<file path="src/rtfp_pkg.sv">
// shared types and constants for the radix text to fixed-point parser
`default_nettype none

package rtfp_pkg;

  typedef enum logic [1:0] {
    STATUS_OK       = 2'd0,
    STATUS_BAD_CHAR = 2'd1,
    STATUS_BAD_LEN  = 2'd2,
    STATUS_OVERFLOW = 2'd3
  } status_t;

  typedef enum logic [1:0] {
    RADIX_BIN = 2'd0,
    RADIX_OCT = 2'd1,
    RADIX_HEX = 2'd2,
    RADIX_ALT = 2'd3
  } radix_t;

  localparam logic [7:0] CHAR_POINT  = 8'h2E;
  localparam logic [7:0] CHAR_ZERO   = 8'h30;
  localparam logic [7:0] CHAR_NINE   = 8'h39;
  localparam logic [7:0] CHAR_UPPER_A = 8'h41;
  localparam logic [7:0] CHAR_UPPER_F = 8'h46;

  localparam logic [5:0] COUNT_MAX = 6'd63;

  typedef struct packed {
    logic [7:0] char_code;
    logic       last_char;
  } in_beat_t;

  typedef struct packed {
    logic [63:0] fixed_value;
    logic [1:0]  status_code;
  } out_beat_t;

endpackage

`default_nettype wire

</file>
<file path="src/radix_text_to_fixed_point.sv">
// top level: ascii base 2/8/16 number text to unsigned fixed-point value
`default_nettype none

// Takes one character per beat and can accept a new character in every cycle.
// Each character updates the parse state (integer and fraction accumulators,
// point, counts and error flags) in one pass of shift-and-or logic. The beat
// flagged last_char also loads the result register at its accepting edge,
// with fixed_value = {integer, fraction} and status_code, and out_valid
// rises in the cycle after. Only a last character waits for the result
// register to drain; other characters keep flowing while a result still
// waits on out_ready. radix_r is written through cfg_wr_en / cfg_wr_data;
// the user must write it only while no string is in flight, which the block
// does not enforce; code 3 acts as hexadecimal. Integer overflow saturates
// the value to all ones; a bad length or bad character gives a value of zero.
module radix_text_to_fixed_point import rtfp_pkg::*; #(
  parameter int INT_BITS  = 48,
  parameter int FRAC_BITS = 16,
  parameter int MAX_CHARS = 49
) (
  input  wire logic      clk,
  input  wire logic      rst_n,
  input  wire logic      cfg_wr_en,
  input  wire logic [1:0] cfg_wr_data,
  input  wire logic      in_valid,
  output logic           in_ready,
  input  wire in_beat_t  in_data,
  output logic           out_valid,
  input  wire logic      out_ready,
  output out_beat_t      out_data
);

  localparam int FW = (FRAC_BITS > 0) ? FRAC_BITS : 1;
  localparam int EW = FW + 4;
  localparam int VW = INT_BITS + FW;
  localparam logic [7:0] SHIFT_LIM = 8'(FRAC_BITS + 4);
  localparam logic [5:0] LEN_LIMIT = 6'(MAX_CHARS);

  radix_t                radix_r;
  logic [INT_BITS-1:0]   int_r, int_nxt;
  logic [FW-1:0]         frac_r, frac_nxt;
  logic                  point_r, point_nxt;
  logic [5:0]            fdc_r, fdc_nxt;
  logic [5:0]            cc_r, cc_nxt;
  logic                  len_r, len_nxt;
  logic                  bad_r, bad_nxt;
  logic                  ovf_r, ovf_nxt;
  logic                  out_valid_r;
  out_beat_t             out_r, out_nxt;

  logic                  accept;
  logic [2:0]            bps;
  logic                  is_digit;
  logic [3:0]            dval;
  logic                  in_range;
  logic                  top_busy;
  logic [7:0]            prod;
  logic [EW-1:0]         ext;
  logic [VW-1:0]         val_wide;
  logic [VW-1:0]         sat_wide;

  // only the last character needs room in the result register
  assign in_ready = !out_valid_r || out_ready || !in_data.last_char;
  assign accept   = in_valid && in_ready;
  assign out_valid = out_valid_r;
  assign out_data  = out_r;

  always_comb begin
    unique case (radix_r)
      RADIX_BIN: bps = 3'd1;
      RADIX_OCT: bps = 3'd3;
      default:   bps = 3'd4;
    endcase
  end

  // digit decode, upper-case hex only
  always_comb begin
    is_digit = 1'b0;
    dval     = 4'd0;
    if (in_data.char_code >= CHAR_ZERO && in_data.char_code <= CHAR_NINE) begin
      is_digit = 1'b1;
      dval     = in_data.char_code[3:0];
    end else if (in_data.char_code >= CHAR_UPPER_A &&
                 in_data.char_code <= CHAR_UPPER_F) begin
      is_digit = 1'b1;
      dval     = 4'(in_data.char_code[3:0] + 4'd9);
    end
    unique case (radix_r)
      RADIX_BIN: in_range = is_digit && (dval[3:1] == 3'd0);
      RADIX_OCT: in_range = is_digit && !dval[3];
      default:   in_range = is_digit;
    endcase
    unique case (radix_r)
      RADIX_BIN: top_busy = int_r[INT_BITS-1];
      RADIX_OCT: top_busy = |int_r[INT_BITS-1 -: 3];
      default:   top_busy = |int_r[INT_BITS-1 -: 4];
    endcase
  end

  always_comb begin
    int_nxt   = int_r;
    frac_nxt  = frac_r;
    point_nxt = point_r;
    fdc_nxt   = fdc_r;
    cc_nxt    = cc_r;
    len_nxt   = len_r;
    bad_nxt   = bad_r;
    ovf_nxt   = ovf_r;
    prod      = 8'd0;
    ext       = '0;

    if (cc_r >= LEN_LIMIT) len_nxt = 1'b1;
    if (cc_r != COUNT_MAX) cc_nxt = 6'(cc_r + 6'd1);

    if (in_data.char_code == CHAR_POINT) begin
      if (point_r) bad_nxt = 1'b1;
      else point_nxt = 1'b1;
    end else if (!in_range) begin
      bad_nxt = 1'b1;
    end else if (!point_r) begin
      if (top_busy) ovf_nxt = 1'b1;
      int_nxt = (int_r << bps) | INT_BITS'(dval);
    end else begin
      if (fdc_r != COUNT_MAX) fdc_nxt = 6'(fdc_r + 6'd1);
      prod = 8'(bps) * 8'(fdc_nxt);
      // digit lands 4 bits up in ext so partial bits below the format survive
      if (prod <= SHIFT_LIM) ext = EW'(dval) << (SHIFT_LIM - prod);
      if (FRAC_BITS > 0) frac_nxt = frac_r | ext[EW-1:4];
    end
  end

  always_comb begin
    val_wide = {int_nxt, frac_nxt} >> (FW - FRAC_BITS);
    sat_wide = {VW{1'b1}} >> (FW - FRAC_BITS);
    out_nxt.fixed_value = 64'(val_wide);
    out_nxt.status_code = STATUS_OK;
    if (len_nxt) begin
      out_nxt.fixed_value = '0;
      out_nxt.status_code = STATUS_BAD_LEN;
    end else if (bad_nxt) begin
      out_nxt.fixed_value = '0;
      out_nxt.status_code = STATUS_BAD_CHAR;
    end else if (ovf_nxt) begin
      out_nxt.fixed_value = 64'(sat_wide);
      out_nxt.status_code = STATUS_OVERFLOW;
    end
  end

  always_ff @(posedge clk) begin
    if (!rst_n) begin
      radix_r     <= RADIX_BIN;
      int_r       <= '0;
      frac_r      <= '0;
      point_r     <= 1'b0;
      fdc_r       <= '0;
      cc_r        <= '0;
      len_r       <= 1'b0;
      bad_r       <= 1'b0;
      ovf_r       <= 1'b0;
      out_valid_r <= 1'b0;
    end else begin
      if (cfg_wr_en) radix_r <= radix_t'(cfg_wr_data);
      if (accept && in_data.last_char) out_valid_r <= 1'b1;
      else if (out_ready) out_valid_r <= 1'b0;
      if (accept) begin
        if (in_data.last_char) begin
          // string done, start the next one clean
          int_r       <= '0;
          frac_r      <= '0;
          point_r     <= 1'b0;
          fdc_r       <= '0;
          cc_r        <= '0;
          len_r       <= 1'b0;
          bad_r       <= 1'b0;
          ovf_r       <= 1'b0;
        end else begin
          int_r   <= int_nxt;
          frac_r  <= frac_nxt;
          point_r <= point_nxt;
          fdc_r   <= fdc_nxt;
          cc_r    <= cc_nxt;
          len_r   <= len_nxt;
          bad_r   <= bad_nxt;
          ovf_r   <= ovf_nxt;
        end
      end
    end
  end

  always_ff @(posedge clk) begin
    if (accept && in_data.last_char) out_r <= out_nxt;
  end

endmodule

`default_nettype wire
</file>
<file path="config.mk">
export PLATFORM = sky130hd
export DESIGN_NAME = radix_text_to_fixed_point
export DESIGN_NICKNAME = d
export VERILOG_FILES = /design/src/rtfp_pkg.sv /design/src/radix_text_to_fixed_point.sv
export SDC_FILE = /design/constraint.sdc
export NUM_CORES = 1
export LEC_CHECK = 0
export ABC_AREA = 1
export BUFFER_PORTS_ARGS = -buffer_cell sky130_fd_sc_hd__buf_2
export CAP_MARGIN = 20
export CORE_MARGIN = 5
export CORE_UTILIZATION = 60
export CTS_CLUSTER_SIZE = 20
export DETAILED_ROUTE_END_ITERATION = 8
export GPL_TIMING_DRIVEN = 1
export PLACE_DENSITY = 0.81
export SYNTH_ARGS = -nofsm -noshare
export SYNTH_HDL_FRONTEND = slang
export SYNTH_SLANG_ARGS = --single-unit
</file>
<file path="constraint.sdc">
create_clock -name clk -period 5.2 [get_ports clk]
set_clock_uncertainty 0.2 [all_clocks]
set_input_delay 0 -clock clk [delete_from_list [all_inputs] [get_ports clk]]
set_output_delay 0 -clock clk [all_outputs]
set_load 0.01 [all_outputs]
</file>
==> key figures <==
Outcome
  • Status: finished clean

Global route
  • GR Util met3: about 5.4%
  • Total GRT Usage: around 27%
  • GR peak layer: met2
  • Global route overflow: 0
  • Number of global-route vias before repair: about 7.4k
  • Grt met2 use: between 40% and 50%
  • Antenna violations before repair: 0
  • Met1 GRT Util: roughly 35%
  • Largest net degree at the start of global routing: between 50 and 60
  • First-pass GRT wire length: 35.8 mm

Detailed routing
  • Via Count: 7,745
  • Starting DRT DRC Count: a little under 1k
  • DR vias/cell: roughly 6
  • Post-Route WL: ~21 mm
  • DRC errors left: 0
  • First-pass DRT Iterations: 6
  • WL/cell: between 15 and 20 µm
  • Residual antenna-violating net count after detailed routing: 0

Synth
  • Syn nets: around 1.1k
  • Post-synth EDFFs: 66
  • Netlist cell types: 45
  • #FFs+latches synth: roughly 150
  • Register area share after synthesis: between 40% and 50%
  • Largest cells by area after synthesis: edfxtp_1, dfxtp_1, nand2_1
  • Post-Syn Area: 8270 µm²
  • Most numerous cell in the Yosys netlist: nand2_1
  • Top FF cell, synth: dfxtp_1
  • Syn avg cell area: 7.81 µm²
  • Yosys top cell by area: edfxtp_1
  • Post-synth top area share: between 20% and 30%
  • Gate Count Post-Synth: approximately 1.1k
  • Synth Warn #: 0
  • Async set or reset register ratio after synthesis: 0%
  • Synth cell count leaders: nand2_1, inv_1, a21oi_1

Clock network
  • Bufs on Longest Clock Path: 2
  • TritonCTS clock tree: yes
  • Clock transition at the registers of the reported paths: approximately 60 ps
  • # clock sinks: about 150
  • H-tree Lvls: 4
  • Clk Latency, worst-skew pair: between 400 and 500 ps
  • CTS root buf: clkbuf_16
  • CTS buffer count: 17

Critical path
  • CP peak stage delay: just over 500 ps
  • Arr. time, crit path: 4980 ps
  • Worst Path Required: between 5000 and 6000 ps
  • CP endpoint kind: register
  • CP Max Fanout: 7
  • Setup crit start kind: register
  • Critical setup path kind: register to register
  • Critical path's slowest cell: fa_1

Timing
  • Slew @ Worst Pin: ~830 ps
  • FMAX: roughly 200 MHz
  • Tcrit/Tclk final: 94.6%
  • Max Transition Viols Final: 0
  • Hold Fails Final Rpt: 0
  • Period minus WS final: approximately 4900 ps
  • Setup-failing EPs final: 0
  • Final WS setup: ~280 ps
  • Max-slew headroom: about 44%

Final layout
  • Final Non-Filler Cells: about 1.3k
  • Post-layout util: approximately 70%
  • P&R area growth vs syn: 15.6%
  • Fill count: 1,116
  • Diodes inserted: 0
  • Final nets: 1,173
  • Final std cell area, no fill: between 9000 and 10,000 µm²
  • Share of cells above drive strength 1: 15.3%

Die
  • Placeable Area: about 14,000 µm²
  • Io pins: 84
  • Die Area: approximately 16,000 µm²
  • Initial Util: roughly three fifths
  • FP Rows: between 40 and 50
  • Die Y: ~130 µm
  • Die span in x: around 130 µm

Power
  • PD cells: between 200 and 300 nW/µm²
  • Worst VDD drop: 0.000198 V
  • Total power: 2.76 mW
  • Leakage: between 3 and 4 nW

Hold path
  • Worst hold path class: input port to register

Placement
  • Pre-CTS WS: about 290 ps
  • DP Cell Count: about 1.3k
  • I/O Buffers: 83
  • GPL Wtd Cong: approximately 0.94
  • HPWL Detailed: 13.8 mm
  • Placement Cell Area: roughly 8800 µm²

Flow run
  • Number of max-cap violations: 0
[registers in the layout (all words and copies together) (netlist names)]
register / cells
bad_r: 1
cc_r: 6
fdc_r: 6
frac_r: 16
int_r: 48
len_r: 1
out_data: 66
out_valid: 1
ovf_r: 1
point_r: 1
radix_r: 2
[through the flow]
step	TNS, ps	hold slack, ps
global placement	0	98.8
CTS	0	47.2
detailed placement	0	119
global route	-215	156
floorplan	0	-117
finish	0	60.3
[worst max-delay path: cells and delay by family, from the launching register on]
| family | cells | cell delay (ps) |
|---|---|---|
| compound gates | 2 | 320 |
| xor+xnor | 2 | 490 |
| fa+ha+maj | 4 | 1340 |
| buf+inv | 4 | 360 |
| flops | 1 | 380 |
| simple gates | 13 | 1670 |
[per-layer routing]
| layer | up-vias | share of wire [%] | wire [µm] |
|---|---|---|---|
| met3 | 60 | 7.4 | 1590 |
| met1 | 3587 | 41 | 8780 |
| met4 | 0 | 2.8 | 604 |
| met5 | - | 0 | 0 |
| li1 | 3742 | - | - |
| met2 | 356 | 49 | 10400 |
[what timing repair did]
item,in CTS,in global routing
hold buffers,11,0
gates resized for setup,0,9
hold endpoints to repair,38,0
setup endpoints to repair,0,29
buffers inserted,0,4
[placed cells by master (no fill, tap or decap), drive strengths merged, types with 6 or more instances in the layout]
cell	n
buf	104
mux2i	17
nand4	18
edfxtp	66
nand2	199
clkbuf	19
nor3	10
dfxtp	83
nor2	78
o22ai	43
a21oi	108
dlygate4sd3	11
inv	128
clkinv	7
or2	34
o211ai	13
ha	16
nand3	38
o21ai	116
a31oi	6
[cells by family (layout without fill, tap and decap cells)]
family                   after synthesis  in the layout  synth area share, %
AO/OA/AOI/OAI                        299            299                 20.1
XOR/XNOR                               8              8                0.938
adder cells (fa/ha/maj)               21             21                 3.63
buffers and inverters                185            274                 8.82
flip-flops                           149            149                 44.1
multiplexers                          17             17                 2.06
AND/OR/NAND/NOR                      380            380                 20.4
[path summary, 6_finish.rpt]
check,cells after the start,startpoint,endpoint,slack [ps]
worst max-delay path,25,fdc_r[0],out_data[12],280
worst min-delay path,5,in_data[2],out_data[19],60
worst max register to register,25,fdc_r[0],out_data[12],280
worst min register to register,2,cc_r[5],cc_r[5],270
[report_power, final]
| group | switching (mW) | internal, mW |
|---|---|---|
| clock | 0.484 | 0.753 |
| combinational | 0.187 | 0.0797 |
| sequential | 0.0108 | 1.24 |
| total | 0.682 | 2.07 |
[cell type report]
| class | count | area, µm² | share of cell area [%] |
|---|---|---|---|
| multi-input cells | 725 | 3930 | 41.2 |
| well taps | 180 | 225 | 2.36 |
| clock inverters | 12 | 155 | 1.62 |
| clock buffers | 19 | 433 | 4.53 |
| flip-flops and latches | 149 | 3650 | 38.2 |
| repair buffers | 115 | 683 | 7.15 |
| inverters | 128 | 480 | 5.03 |
No activity file was read; power rests on OpenSTA's default activity.
